**src/rtl/core/color_command_message_parser_defines.svh**
```systemverilog
// Assertion macros shared by the parser RTL.
// Each expands to one labeled concurrent assertion on i_clk, off during reset.
`ifndef COLOR_COMMAND_MESSAGE_PARSER_DEFINES_SVH
`define COLOR_COMMAND_MESSAGE_PARSER_DEFINES_SVH

// Same-cycle implication.
`define CCMP_ASSERT_NOW(lbl, ante, cons, msg) \
    lbl: assert property (@(posedge i_clk) disable iff (!i_rst_n) \
        (ante) |-> (cons)) else $error(msg);

// Next-cycle implication.
`define CCMP_ASSERT_NEXT(lbl, ante, cons, msg) \
    lbl: assert property (@(posedge i_clk) disable iff (!i_rst_n) \
        (ante) |=> (cons)) else $error(msg);

`endif

```
**src/rtl/core/ccmp_pkg.sv**
```systemverilog
package ccmp_pkg;

    // Field widths
    localparam int OUT_WIDTH           = 8;
    localparam int CHAR_WIDTH          = 8;
    localparam int KIND_WIDTH          = 2;
    localparam int NUM_SLOTS           = 4;
    localparam int SLOT_IDX_WIDTH      = 3;
    localparam int DEFAULT_VALUE_WIDTH = 8;

    // Decimal accumulation
    localparam int RADIX      = 10;
    localparam int DIGIT_BASE = 48;

    // Character codes
    localparam logic [CHAR_WIDTH-1:0] CH_COLOR  = 8'h6F; // 'o'
    localparam logic [CHAR_WIDTH-1:0] CH_SEND   = 8'h73; // 's'
    localparam logic [CHAR_WIDTH-1:0] CH_REMOVE = 8'h72; // 'r'
    localparam logic [CHAR_WIDTH-1:0] CH_STATUS = 8'h63; // 'c'
    localparam logic [CHAR_WIDTH-1:0] CH_DASH   = 8'h2D; // '-'
    localparam logic [CHAR_WIDTH-1:0] CH_DOT    = 8'h2E; // '.'

    // Message kinds
    localparam logic [KIND_WIDTH-1:0] KIND_COLOR  = 2'd0;
    localparam logic [KIND_WIDTH-1:0] KIND_SEND   = 2'd1;
    localparam logic [KIND_WIDTH-1:0] KIND_REMOVE = 2'd2;
    localparam logic [KIND_WIDTH-1:0] KIND_STATUS = 2'd3;

    typedef struct packed {
        logic [CHAR_WIDTH-1:0] char_code;
        logic                  first_char;
        logic                  last_char;
    } t_in_word;

    typedef struct packed {
        logic [KIND_WIDTH-1:0] kind;
        logic                  ok;
        logic [OUT_WIDTH-1:0]  first_value;
        logic [OUT_WIDTH-1:0]  second_value;
        logic [OUT_WIDTH-1:0]  third_value;
        logic [OUT_WIDTH-1:0]  fourth_value;
        logic [OUT_WIDTH-1:0]  last_value;
    } t_out_word;

    typedef struct packed {
        logic      valid;
        t_out_word word;
    } t_res_push;

endpackage

```
**src/rtl/core/color_command_message_parser.sv**
```systemverilog
// Color and command message parser.
// Input channel (i_in_valid / o_in_ready / i_in_data) takes one character word
// per cycle while ready; first_char marks the kind letter, last_char the end of the buffer.
// Output channel (o_out_valid / i_out_ready / o_out_data) gives at most one
// result word per message: success at the '.', or failure at the buffer end.
// Throughput: one input word per cycle while o_in_ready is high, set by the
// combinational multiply-add of the decimal accumulator and the state update in the parser.
// Result path: a result word is registered in the main output register, or parked
// in the skid register while the main register is stalled, before it drives the output.
// The output holds a main register and a one-word skid register. Input stays
// ready while a result waits, until both are full; a stalled receiver then
// drops o_in_ready until the main register drains.
// Reset (synchronous, active low) closes any open message, clears the
// accumulator and the value slots, and empties the output registers.
`include "color_command_message_parser_defines.svh"

module color_command_message_parser #(
    parameter int VALUE_WIDTH = ccmp_pkg::DEFAULT_VALUE_WIDTH
) (
    input  logic                i_clk,
    input  logic                i_rst_n,
    input  logic                i_in_valid,
    output logic                o_in_ready,
    input  ccmp_pkg::t_in_word  i_in_data,
    output logic                o_out_valid,
    input  logic                i_out_ready,
    output ccmp_pkg::t_out_word o_out_data
);
    import ccmp_pkg::*;

    logic      in_fire;
    t_res_push push;

    assign in_fire = i_in_valid & o_in_ready;

    // Parse one word per cycle while the output queue is ready
    ccmp_parser #(
        .VALUE_WIDTH(VALUE_WIDTH)
    ) u_parser (
        .i_clk  (i_clk),
        .i_rst_n(i_rst_n),
        .i_fire (in_fire),
        .i_word (i_in_data),
        .o_push (push)
    );

    // Hold results for the receiver
    ccmp_out_q u_out_q (
        .i_clk  (i_clk),
        .i_rst_n(i_rst_n),
        .i_push (push),
        .o_ready(o_in_ready),
        .o_valid(o_out_valid),
        .i_ready(i_out_ready),
        .o_data (o_out_data)
    );

    `CCMP_ASSERT_NOW(a_stall_has_result, !o_in_ready, o_out_valid, "input stalled with no result pending")
    `CCMP_ASSERT_NOW(a_fail_zero_last, o_out_valid && !o_out_data.ok, o_out_data.last_value == '0, "failure result with nonzero last value")
    `CCMP_ASSERT_NOW(a_cmd_no_slots, o_out_valid && o_out_data.kind != KIND_COLOR, o_out_data.first_value == '0 && o_out_data.second_value == '0 && o_out_data.third_value == '0 && o_out_data.fourth_value == '0, "command result carries slot values")
    `CCMP_ASSERT_NEXT(a_single_char_result, in_fire && i_in_data.first_char && i_in_data.last_char, o_out_valid, "single-character buffer gave no result")

endmodule

```
**src/rtl/core/ccmp_parser.sv**
```systemverilog
module ccmp_parser #(
    parameter int VALUE_WIDTH = ccmp_pkg::DEFAULT_VALUE_WIDTH
) (
    input  logic                i_clk,
    input  logic                i_rst_n,
    input  logic                i_fire,
    input  ccmp_pkg::t_in_word  i_word,
    output ccmp_pkg::t_res_push o_push
);
    import ccmp_pkg::*;

    localparam int ACC_EXT_WIDTH = VALUE_WIDTH + CHAR_WIDTH;
    localparam int SLOT_ADDR_W   = $clog2(NUM_SLOTS);
    localparam logic [SLOT_IDX_WIDTH-1:0] SLOT_LAST = SLOT_IDX_WIDTH'(NUM_SLOTS - 1);
    localparam logic [SLOT_IDX_WIDTH-1:0] SLOT_FULL = SLOT_IDX_WIDTH'(NUM_SLOTS);

    // Low output bits of a value, zero-extended when values are narrow
    function automatic logic [OUT_WIDTH-1:0] f_out(input logic [VALUE_WIDTH-1:0] v);
        logic [VALUE_WIDTH+OUT_WIDTH-1:0] w;
        w = {{OUT_WIDTH{1'b0}}, v};
        return w[OUT_WIDTH-1:0];
    endfunction

    logic                      r_busy, n_busy;
    logic [KIND_WIDTH-1:0]     r_kind, n_kind;
    logic                      r_kind_valid, n_kind_valid;
    logic [SLOT_IDX_WIDTH-1:0] r_slot_idx, n_slot_idx;
    logic [VALUE_WIDTH-1:0]    r_acc, n_acc;
    logic [VALUE_WIDTH-1:0]    r_slot [NUM_SLOTS];
    logic [VALUE_WIDTH-1:0]    n_slot [NUM_SLOTS];
    logic                      r_finished, n_finished;

    logic                      done;
    logic [SLOT_ADDR_W-1:0]    slot_addr;
    logic [ACC_EXT_WIDTH-1:0]  acc_sum;
    t_res_push                 push;

    // Accumulate one decimal digit, wrapping at the value width
    assign acc_sum = ACC_EXT_WIDTH'(r_acc) * ACC_EXT_WIDTH'(RADIX)
                   + ACC_EXT_WIDTH'(i_word.char_code) - ACC_EXT_WIDTH'(DIGIT_BASE);

    // Saturate the slot write address at the last slot
    assign slot_addr = (r_slot_idx < SLOT_LAST) ? r_slot_idx[SLOT_ADDR_W-1:0]
                                                : SLOT_LAST[SLOT_ADDR_W-1:0];

    // Next state and result for one accepted word
    always_comb begin
        n_busy       = r_busy;
        n_kind       = r_kind;
        n_kind_valid = r_kind_valid;
        n_slot_idx   = r_slot_idx;
        n_acc        = r_acc;
        n_finished   = r_finished;
        for (int i = 0; i < NUM_SLOTS; i++) begin
            n_slot[i] = r_slot[i];
        end
        done = r_finished;
        push = '0;

        if (i_fire) begin
            if (i_word.first_char) begin
                // Open a new message, dropping any message in progress
                n_busy       = 1'b1;
                n_finished   = 1'b0;
                n_acc        = '0;
                n_slot_idx   = '0;
                n_kind_valid = 1'b1;
                for (int i = 0; i < NUM_SLOTS; i++) begin
                    n_slot[i] = '0;
                end
                unique case (i_word.char_code)
                    CH_COLOR:  n_kind = KIND_COLOR;
                    CH_SEND:   n_kind = KIND_SEND;
                    CH_REMOVE: n_kind = KIND_REMOVE;
                    CH_STATUS: n_kind = KIND_STATUS;
                    default: begin
                        n_kind       = KIND_COLOR;
                        n_kind_valid = 1'b0;
                    end
                endcase
                // Single-character buffer fails at once
                if (i_word.last_char) begin
                    n_busy          = 1'b0;
                    push.valid      = 1'b1;
                    push.word.kind  = n_kind_valid ? n_kind : KIND_COLOR;
                    push.word.ok    = 1'b0;
                end
            end else if (r_busy) begin
                if (!r_finished && r_kind_valid) begin
                    if (i_word.char_code == CH_DOT) begin
                        // Emit success with the final value
                        n_finished              = 1'b1;
                        done                    = 1'b1;
                        push.valid              = 1'b1;
                        push.word.kind          = r_kind;
                        push.word.ok            = 1'b1;
                        push.word.first_value   = f_out(r_slot[0]);
                        push.word.second_value  = f_out(r_slot[1]);
                        push.word.third_value   = f_out(r_slot[2]);
                        push.word.fourth_value  = f_out(r_slot[3]);
                        push.word.last_value    = f_out(r_acc);
                    end else if (i_word.char_code == CH_DASH && r_kind == KIND_COLOR) begin
                        // Store the value into the next slot
                        n_slot[slot_addr] = r_acc;
                        if (r_slot_idx < SLOT_FULL) begin
                            n_slot_idx = r_slot_idx + 1'b1;
                        end
                        n_acc = '0;
                    end else begin
                        n_acc = acc_sum[VALUE_WIDTH-1:0];
                    end
                end
                // Close the buffer; fail if no terminator was seen
                if (i_word.last_char) begin
                    n_busy = 1'b0;
                    if (!done) begin
                        push.valid             = 1'b1;
                        push.word.ok           = 1'b0;
                        push.word.last_value   = '0;
                        if (r_kind_valid) begin
                            push.word.kind         = r_kind;
                            push.word.first_value  = f_out(n_slot[0]);
                            push.word.second_value = f_out(n_slot[1]);
                            push.word.third_value  = f_out(n_slot[2]);
                            push.word.fourth_value = f_out(n_slot[3]);
                        end
                    end
                end
            end
        end
    end

    // Hold message state
    always_ff @(posedge i_clk) begin
        if (!i_rst_n) begin
            r_busy       <= 1'b0;
            r_kind       <= KIND_COLOR;
            r_kind_valid <= 1'b0;
            r_slot_idx   <= '0;
            r_acc        <= '0;
            r_finished   <= 1'b0;
            for (int i = 0; i < NUM_SLOTS; i++) begin
                r_slot[i] <= '0;
            end
        end else begin
            r_busy       <= n_busy;
            r_kind       <= n_kind;
            r_kind_valid <= n_kind_valid;
            r_slot_idx   <= n_slot_idx;
            r_acc        <= n_acc;
            r_finished   <= n_finished;
            for (int i = 0; i < NUM_SLOTS; i++) begin
                r_slot[i] <= n_slot[i];
            end
        end
    end

    assign o_push = push;

endmodule

```
**src/rtl/core/ccmp_out_q.sv**
```systemverilog
module ccmp_out_q (
    input  logic                i_clk,
    input  logic                i_rst_n,
    input  ccmp_pkg::t_res_push i_push,
    output logic                o_ready,
    output logic                o_valid,
    input  logic                i_ready,
    output ccmp_pkg::t_out_word o_data
);
    import ccmp_pkg::*;

    logic      r_main_valid, n_main_valid;
    logic      r_skid_valid, n_skid_valid;
    t_out_word r_main, n_main;
    t_out_word r_skid, n_skid;
    logic      pop;

    assign pop = r_main_valid & i_ready;

    // Fill the main register first, park in the skid when it is stalled
    always_comb begin
        n_main_valid = r_main_valid;
        n_skid_valid = r_skid_valid;
        n_main       = r_main;
        n_skid       = r_skid;
        if (pop) begin
            n_main_valid = r_skid_valid;
            n_main       = r_skid;
            n_skid_valid = 1'b0;
        end
        if (i_push.valid) begin
            if (!r_main_valid || pop) begin
                n_main_valid = 1'b1;
                n_main       = i_push.word;
            end else begin
                n_skid_valid = 1'b1;
                n_skid       = i_push.word;
            end
        end
    end

    always_ff @(posedge i_clk) begin
        if (!i_rst_n) begin
            r_main_valid <= 1'b0;
            r_skid_valid <= 1'b0;
        end else begin
            r_main_valid <= n_main_valid;
            r_skid_valid <= n_skid_valid;
        end
    end

    always_ff @(posedge i_clk) begin
        r_main <= n_main;
        r_skid <= n_skid;
    end

    assign o_ready = ~r_skid_valid;
    assign o_valid = r_main_valid;
    assign o_data  = r_main;

endmodule

```
**config.mk**
```make
export PLATFORM = sky130hd
export DESIGN_NAME = color_command_message_parser
export DESIGN_NICKNAME = d
export VERILOG_FILES = /design/src/rtl/core/ccmp_pkg.sv /design/src/rtl/core/color_command_message_parser.sv /design/src/rtl/core/ccmp_parser.sv /design/src/rtl/core/ccmp_out_q.sv
export VERILOG_INCLUDE_DIRS = /design/src /design/src/rtl/core
export SDC_FILE = /design/constraint.sdc
export NUM_CORES = 1
export LEC_CHECK = 0
export BUFFER_PORTS_ARGS = -buffer_cell sky130_fd_sc_hd__buf_2
export CORE_MARGIN = 3
export CORE_UTILIZATION = 35
export CTS_BUF_LIST = sky130_fd_sc_hd__clkbuf_4 sky130_fd_sc_hd__clkbuf_8 sky130_fd_sc_hd__clkbuf_16
export CTS_CLUSTER_DIAMETER = 50
export DETAILED_ROUTE_END_ITERATION = 12
export PLACE_DENSITY_LB_ADDON = 0.3
export SYNTH_ARGS = -nofsm -noshare
export SYNTH_HDL_FRONTEND = slang
export SYNTH_HIERARCHICAL = 1
export SYNTH_SLANG_ARGS = --single-unit
```
**constraint.sdc**
```tcl
create_clock -name i_clk -period 5.78 [get_ports i_clk]
set_clock_uncertainty 0.05 [all_clocks]
set_input_delay 0.867 -clock i_clk [delete_from_list [all_inputs] [get_ports i_clk]]
set_output_delay 0.867 -clock i_clk [all_outputs]
set_load 0.01 [all_outputs]
```
==> impl_metrics.toml, run 1 <==
[synthesis]
synth_area_leader_cell = "dfxtp_1"
ys_ff_latch = 136
synth.most_common_cell = "dfxtp_1"
yosysWarningCount = 6
synth_nets = 639
synth-edff-count = 43
ys_seq_area_frac = 0.479
ys_top_cells_by_count = "dfxtp_1 (93), o22ai_1 (86), a22o_1 (61), a21oi_1 (58), edfxtp_1 (43)"
synthCells = 604
yosys.area.top_type_share = 0.283
async_flop_share = 0
synth.distinct_cells = 58
synth_area_leaders = "dfxtp_1 (28%), edfxtp_1 (20%), o22ai_1 (8.2%), a22o_1 (8.1%), a21oi_1 (4.4%)"
avgSynthCellArea_um2 = 10.9
synth_ff_type = "dfxtp_1"
syn_area_um2 = 6590

[floorplan]
die_w_um = 143
core_um2 = 18200
start_util = 0.362
die_y_um = 143
die_area_um2 = 20500
ioPinCount = 59
rows = 49

[clock_network]
cts_setup_buffers = 0
clk_pin_slew_ns = 0.06
ctsResizeCount = 0
ctsRootBufferMaster = "clkbuf_16"
cts_buffers = 17
cts.sinks = 136
holdBufCountCts = 0
cts-htree-levels = 4
clk_latency_ns = 0.42
cts_tree = "built"
cts_buffer_depth = 2

[timing]
drv_slew = 0
setup_ws_ns = 2.01
hold_viol = 0
setup-tns-final_ns = 0
period_minus_slack_ns = 3.77
rsz0062_at_grt = "false"
whs_ns = 0.424
fin_crit_sh = 0.652
relSlewSlack = 0.187
setup_viol_count_final = 0
worstMarginPinSlew_ns = 1.22
fmax_mhz = 265

[critical_path]
r2r_start = "u_parser/r_acc[1]"
crit_type = "primary input to flip-flop"
cp_max_fo = 45
required_ns = 5.76
arrival_ns = 3.75
startpoint = "i_in_valid"
start_kind = "primary input"
endpoint_kind = "flip-flop"

[grt]
grt-ovfl-total = 0
grt_max_degree = 49
grt_util_all_layers = 0.162
antenna_found_initial = 0
grt_pass1_wl_mm = 26.3
grt_pass1_vias = 5028

[pwr]
power_switching_uw = 608
p_comb_frac = 0.120
p_int_mw = 1.82
peakVddDrop_uv = 205
p_leak_nw = 2.95
p_clk_frac = 0.435
power_density_nw_per_um2 = 325
p_sw_frac = 0.250
seqPwrFrac = 0.445

[detailed_routing]
wl_met3_um = 754
vias = 5146
drt-met1-wl_mm = 7.21
avgRoutedWirePerCell_um = 18.4
top_layer_used = "met4"
dr_wl_met2_mm = 7.94
ant_nets = 0
drc = 0
wl_mm = 16.2
drtPass1Iterations = 4
vias_per_cell = 5.85
drt_iter0_drc = 342

[worst_hold_path]
hold_start = "u_parser/r_slot[2][7]"
hold_path.class = "flip-flop to flip-flop"

[place]
dp_hpwl_mm = 10.8
place_congestion = 0.843
numPortBuffers = 58
post_dp_cell_area_um2 = 6900
place_ws_ns = 1.56

[final_layout]
nets = 673
layout-drive-gt1-share = 0.209
fin_util = 0.411
stdcell_area_um2 = 7480
diodes = 0
areaGrowthSynthToFinish_pct = 13.6

[run_status]
status = "finished, final reports clean"

[flow_run]
maxCapViolCount = 0
-- critical path, stage by stage --
cell and delay (ns):
buf_2 0.07, and2_1 0.31, nand4b_1 0.23, nor2_1 0.47, nand2_1 0.29, o21ai_4 0.12, inv_2 0.30, nor2_4 1.05
-- per-layer routing --
layer / track usage / up-vias
li1: - / 2450
met1: 0.206 / 2539
met2: 0.265 / 139
met3: 0.0395 / 18
met4: 0.0655 / 0
met5: 0 / -
-- power by group through the flow --
stage               clock [mW]  combinational (mW)  sequential [mW]
floorplan                    0               0.172             1.13
global placement             0               0.284             1.10
detailed placement           0               0.294             1.10
CTS                       1.08               0.296             1.08
global route              1.12               0.323             1.09
finish                    1.06               0.292             1.08
-- stage by stage --
| step | power [mW] | cells |
|---|---|---|
| finish | 2.43 | 880 |
| global route | 2.54 | 880 |
| CTS | 2.46 | 880 |
| detailed placement | 1.40 | 848 |
| global placement | 1.39 | 848 |
| floorplan | 1.30 | 604 |
-- state kept, by name (all words and copies together) (netlist names) --
register               flops
u_out_q/o_data            43
u_out_q/o_valid            1
u_out_q/r_skid            43
u_out_q/r_skid_valid       1
u_parser/r_acc             8
u_parser/r_busy            1
u_parser/r_finished        1
u_parser/r_kind            2
u_parser/r_kind_valid      1
u_parser/r_slot           32
u_parser/r_slot_idx        3
-- final timing paths --
check,to,slack (ns),cells past startpoint
setup reg to reg,u_parser/r_acc[7],2.09,10
setup / recovery,u_out_q/r_skid[37],2.01,8
hold reg to reg,u_parser/r_slot[2][7],0.42,1
hold / removal,u_parser/r_slot[2][7],0.42,1
-- cell families (layout without fill, tap and decap cells) --
| family | after synthesis | after routing | synth area share |
|---|---|---|---|
| buffers and inverters | 64 | 111 | 0.0570 |
| flip-flops | 136 | 136 | 0.479 |
| adder cells (fa/ha/maj) | 21 | 21 | 0.0422 |
| AND/OR/NAND/NOR | 88 | 88 | 0.0865 |
| AO/OA/AOI/OAI | 244 | 244 | 0.249 |
| XOR/XNOR | 8 | 8 | 0.0127 |
| multiplexers | 43 | 43 | 0.0735 |
-- final cells by class --
type,count,area [um2]
well taps,229,287
multi-input cells,404,3080
fillers,1707,10700
inverters,17,63.8
clock inverters,11,88.8
clock buffers,21,492
repair buffers,62,320
flip-flops and latches,136,3150
-- cells in the final DEF, fill, tap and decap left out, types with 8 or more instances in the layout --
master / synthesis / final
nor4_1: 8 / 8
mux2_1: 23 / 23
nor2_1: 14 / 13
buf_2: 12 / 58
a22o_1: 61 / 61
mux2_2: 20 / 20
and3_1: 11 / 11
a21oi_1: 58 / 58
edfxtp_1: 43 / 43
dfxtp_1: 93 / 92
o22ai_1: 86 / 86
clkbuf_16: 0 / 18
inv_1: 16 / 16
nand2_1: 14 / 14
ha_1: 19 / 19
No activity file was read; power rests on OpenSTA's default activity.
==> inputs of run 2 (changes only) <==
Clock period 5.78 ns to 3.9 ns, I/O delays scaled along.
==> run 2 against run 1 <==
  * First-iteration DRC count down 3.2%
  * Critical path type is now flip-flop to flip-flop
  * Clock-buffer cell count increased by 2
  * Highest routed layer unchanged
  * Critical path depth increased by 2
==> impl_metrics.toml, run 2 (synthesized netlist as in run 1, its figures left out) <==
[run_status]
status = "finished, final reports clean"

[final_layout]
fill_cells = 1720
post_layout_nonfiller_instances = 896
layout_common_cells = "dfxtp_1 (92), o22ai_1 (86), a22o_1 (61), buf_2 (58), a21oi_1 (58)"
diodes = 0
areaGrowthSynthToFinish_pct = 16.5
final_common_cell = "dfxtp_1"
nets = 689
layout-drive-gt1-share = 0.228

[clock_network]
clk_pin_slew_ns = 0.06
cts_setup_buffers = 0
cts_buffers = 17
clk_latency_ns = 0.42
ctsRootBufferMaster = "clkbuf_16"
cts.sinks = 136
cts_buffer_depth = 2
holdBufCountCts = 0
cts_tree = "built"
ctsResizeCount = 0
cts-htree-levels = 4

[detailed_routing]
wl_met3_um = 743
drt-met1-wl_mm = 7.47
vias_per_cell = 5.80
dr_wl_met2_mm = 7.89
vias = 5193
drc = 0
drtPass1Iterations = 6
drt_iter0_drc = 331
top_layer_used = "met4"
wl_mm = 16.5
ant_nets = 0
avgRoutedWirePerCell_um = 18.4

[critical_path]
cp_max_fo = 3
arrival_ns = 3.50
required_ns = 4.18
endpoint_kind = "flip-flop"
start_kind = "flip-flop"
crit_type = "flip-flop to flip-flop"

[floorplan]
rows = 49
start_util = 0.362
die_area_um2 = 20500
die_y_um = 143
core_um2 = 18200
die_w_um = 143
ioPinCount = 59

[place]
place_congestion = 0.851
placed_cells = 864
dp_hpwl_mm = 11.3
numPortBuffers = 58
place_ws_ns = 0.590

[timing]
rsz0062_at_grt = "false"
relSlewSlack = 0.424
whs_ns = 0.416
setup_ws_ns = 0.681
fin_crit_sh = 0.825
fmax_mhz = 311
drv_slew = 0
hold_viol = 0
period_minus_slack_ns = 3.22
worstMarginPinSlew_ns = 0.860
setup_viol_count_final = 0
setup-tns-final_ns = 0

[grt]
grt_pass1_wl_mm = 27.0
grt-ovfl-total = 0
antenna_found_initial = 0
grt_util_all_layers = 0.165
grt_pass1_vias = 5068
grt_max_degree = 49

[pwr]
p_leak_nw = 3.04
peakVddDrop_uv = 308
power_density_nw_per_um2 = 492

[worst_hold_path]
hold_path.class = "flip-flop to flip-flop"

[flow_run]
maxCapViolCount = 0
==> run 2: changes by cell type in the layout (fill, tap and decap cells not counted), sizes merged <==
cell and delta:
clkinvlp +3, clkbuf +2, inv -4, clkinv -3, bufinv +2, buf +16
==> run 2: final timing paths <==
| check | from | endpoint | slack, ns | cells after the start |
|---|---|---|---|---|
| min | u_parser/r_slot[2][7] | u_parser/r_slot[2][7] | 0.42 | 1 |
| max reg2reg | u_parser/r_acc[1] | u_parser/r_acc[7] | 0.68 | 10 |
| min reg2reg | u_parser/r_slot[2][7] | u_parser/r_slot[2][7] | 0.42 | 1 |
| max | u_parser/r_acc[1] | u_parser/r_acc[7] | 0.68 | 10 |
==> run 2: where the power goes <==
group | switching [mW] | internal, mW | total, mW
combinational | 0.238 | 0.201 | 0.439
clock | 0.606 | 1.12 | 1.73
sequential | 0.0623 | 1.54 | 1.61
total | 0.906 | 2.87 | 3.77
==> run 2: final cells by class <==
cell class                      instances  area [um2]  area share
Timing Repair Buffer                   78         440      0.0574
Sequential cell                       136        3150       0.411
Clock inverter                          9         135      0.0176
Multi-Input combinational cell        404        3080       0.401
Inverter                               17        63.8     0.00832
Tap cell                              229         287      0.0374
Clock buffer                           23         513      0.0669
==> run 2: per-stage QoR <==
stage / util / power, mW / area [um2]
2_1_floorplan: - / 1.92 / 6590
3_3_place_gp: 0.386 / 2.06 / 7020
3_5_place_dp: 0.386 / 2.08 / 7020
4_1_cts: 0.421 / 3.81 / 7670
5_1_grt: 0.421 / 3.93 / 7670
6_report: 0.421 / 3.77 / 7670
==> run 2: worst max-delay path, cell delays in order, from the launching register on <==
cell and delay, ns:
dfxtp_1 0.31, ha_1 0.29, ha_1 0.22, fa_1 0.50, ha_1 0.31, ha_1 0.31, o21ai_0 0.08, nor2_1 0.08
o21a_1 0.21, or4b_2 0.61, o211ai_1 0.18
==> run 2: per-layer routing <==
layer	track usage	vias up
met4	0.0655	0
met3	0.0375	22
met1	0.214	2570
met5	0	-
met2	0.267	120
li1	-	2481
==> inputs of run 3 (changes only) <==
Clock period 3.9 ns to 3.3 ns, I/O delays scaled along.
==> run 3 against run 2 <==
  * Via count rose by 0.44%
  * Flip-flop and latch count did not move
  * Final area fell by 0.82%
  * Worst hold slack got worse by 0.052 ns
  * Clock-buffer cell count rose by 4
  * Power rose by 13%
  * Largest cell class unchanged
  * Highest routed layer unchanged
==> impl_metrics.toml, run 3 (synthesized netlist as in run 1, its figures left out) <==
[run_status]
status = "finished, final reports clean"

[pwr]
p_sw_frac = 0.240
p_int_mw = 3.23
p_leak_nw = 3.03
seqPwrFrac = 0.447
total_power_mw = 4.26
peakVddDrop_uv = 389
power_switching_mw = 1.02
power_density_nw_per_um2 = 560
p_comb_frac = 0.123
p_clk_frac = 0.431

[floorplan]
start_util = 0.362
die_y_um = 143
core_um2 = 18200
die_area_um2 = 20500
rows = 49
ioPinCount = 59
die_w_um = 143

[place]
numPortBuffers = 58
placed_cells = 865
place_congestion = 0.870
dp_hpwl_mm = 11.3
post_dp_cell_area_um2 = 7030

[clock_network]
cts_buffers = 17
clk_pin_slew_ns = 0.06
cts_buffer_depth = 2
cts-htree-levels = 4
cts_tree = "built"
ctsRootBufferMaster = "clkbuf_16"
clk_latency_ns = 0.41
ctsResizeCount = 0
cts_setup_buffers = 0
holdBufCountCts = 0
cts.sinks = 136

[final_layout]
layout-drive-gt1-share = 0.229
final_common_cell = "dfxtp_1"
areaGrowthSynthToFinish_pct = 15.5
fill_cells = 1708
diodes = 0
nets = 690
seq_area_um2 = 3150
stdcell_area_um2 = 7610
multi_input_area_um2 = 3080
layout_common_cells = "dfxtp_1 (92), o22ai_1 (86), a22o_1 (61), buf_2 (58), a21oi_1 (58)"
post_layout_nonfiller_instances = 896

[detailed_routing]
wl_met3_um = 802
drt_iter0_drc = 388
wl_mm = 17.3
top_layer_used = "met4"
drtPass1Iterations = 5
avgRoutedWirePerCell_um = 19.4
vias = 5216
vias_per_cell = 5.82
dr_wl_met2_mm = 8.14
ant_nets = 0
drc = 0
drt-met1-wl_mm = 7.96

[timing]
hold_viol = 0
drv_slew = 0
rsz0062_at_grt = "false"
setup_viol_count_final = 0
fmax_mhz = 316
worstMarginPinSlew_ns = 1.04
period_minus_slack_ns = 3.17
fin_crit_sh = 0.960
relSlewSlack = 0.307
setup-tns-final_ns = 0

[critical_path]
r2r_start = "u_parser/r_acc[2]"
startpoint = "u_parser/r_acc[2]"
start_kind = "flip-flop"
arrival_ns = 3.45
cp_max_fo = 4
required_ns = 3.58
endpoint_kind = "flip-flop"
crit_type = "flip-flop to flip-flop"

[worst_hold_path]
hold_path.class = "primary input to flip-flop"
hold_start = "i_in_data[2]"

[grt]
grt_pass1_wl_mm = 28.2
grt_pass1_vias = 5232
antenna_found_initial = 0
grt_max_degree = 49
grt_util_all_layers = 0.174
grt-ovfl-total = 0

[flow_run]
maxCapViolCount = 0
run 3: metrics by stage:
stage / hold WS, ns / setup slack [ns] / utilization
3_5_place_dp: 0.407 / 0.0419 / 0.386
6_report: 0.364 / 0.132 / 0.418
4_1_cts: 0.336 / 0.154 / 0.418
5_1_grt: 0.362 / 0.00938 / 0.418
2_1_floorplan: 0.383 / 0.0975 / -
3_3_place_gp: 0.402 / 0.0778 / 0.386
run 3: per-layer routing:
| metal | vias to the layer above | GRT usage |
|---|---|---|
| met5 | - | 0 |
| met3 | 20 | 0.0385 |
| met4 | 0 | 0.0695 |
| met2 | 132 | 0.280 |
| li1 | 2475 | - |
| met1 | 2589 | 0.228 |
run 3: power groups by stage:
stage / combinational [mW] / sequential (mW) / clock (mW)
floorplan: 0.303 / 1.97 / 0
global placement: 0.507 / 1.93 / 0
detailed placement: 0.524 / 1.94 / 0
CTS: 0.526 / 1.90 / 1.87
global route: 0.582 / 1.92 / 1.95
finish: 0.522 / 1.90 / 1.83
run 3: worst max-delay path, cell delays in order (launching register included):
cell	delay, ns
dfxtp_1	0.39
ha_1	0.22
ha_2	0.20
fa_1	0.54
ha_1	0.23
ha_1	0.31
o21ai_0	0.09
nor2_1	0.07
o21a_1	0.19
or4b_2	0.62
o211ai_1	0.17
run 3: cell type report:
class	count	area share
inverter	17	0.00839
tap	229	0.0377
timing repair buffer	79	0.0589
multi-input combinational	404	0.405
clock buffer	27	0.0697
sequential	136	0.415
clock inverter	4	0.00592
run 3: final timing paths:
check | to | slack (ns) | cells after the start
worst max-delay path | u_parser/r_acc[7] | 0.13 | 10
worst max register to register | u_parser/r_acc[7] | 0.13 | 10
worst min register to register | u_parser/r_slot[2][7] | 0.43 | 1
worst min-delay path | u_parser/r_kind[0] | 0.36 | 3
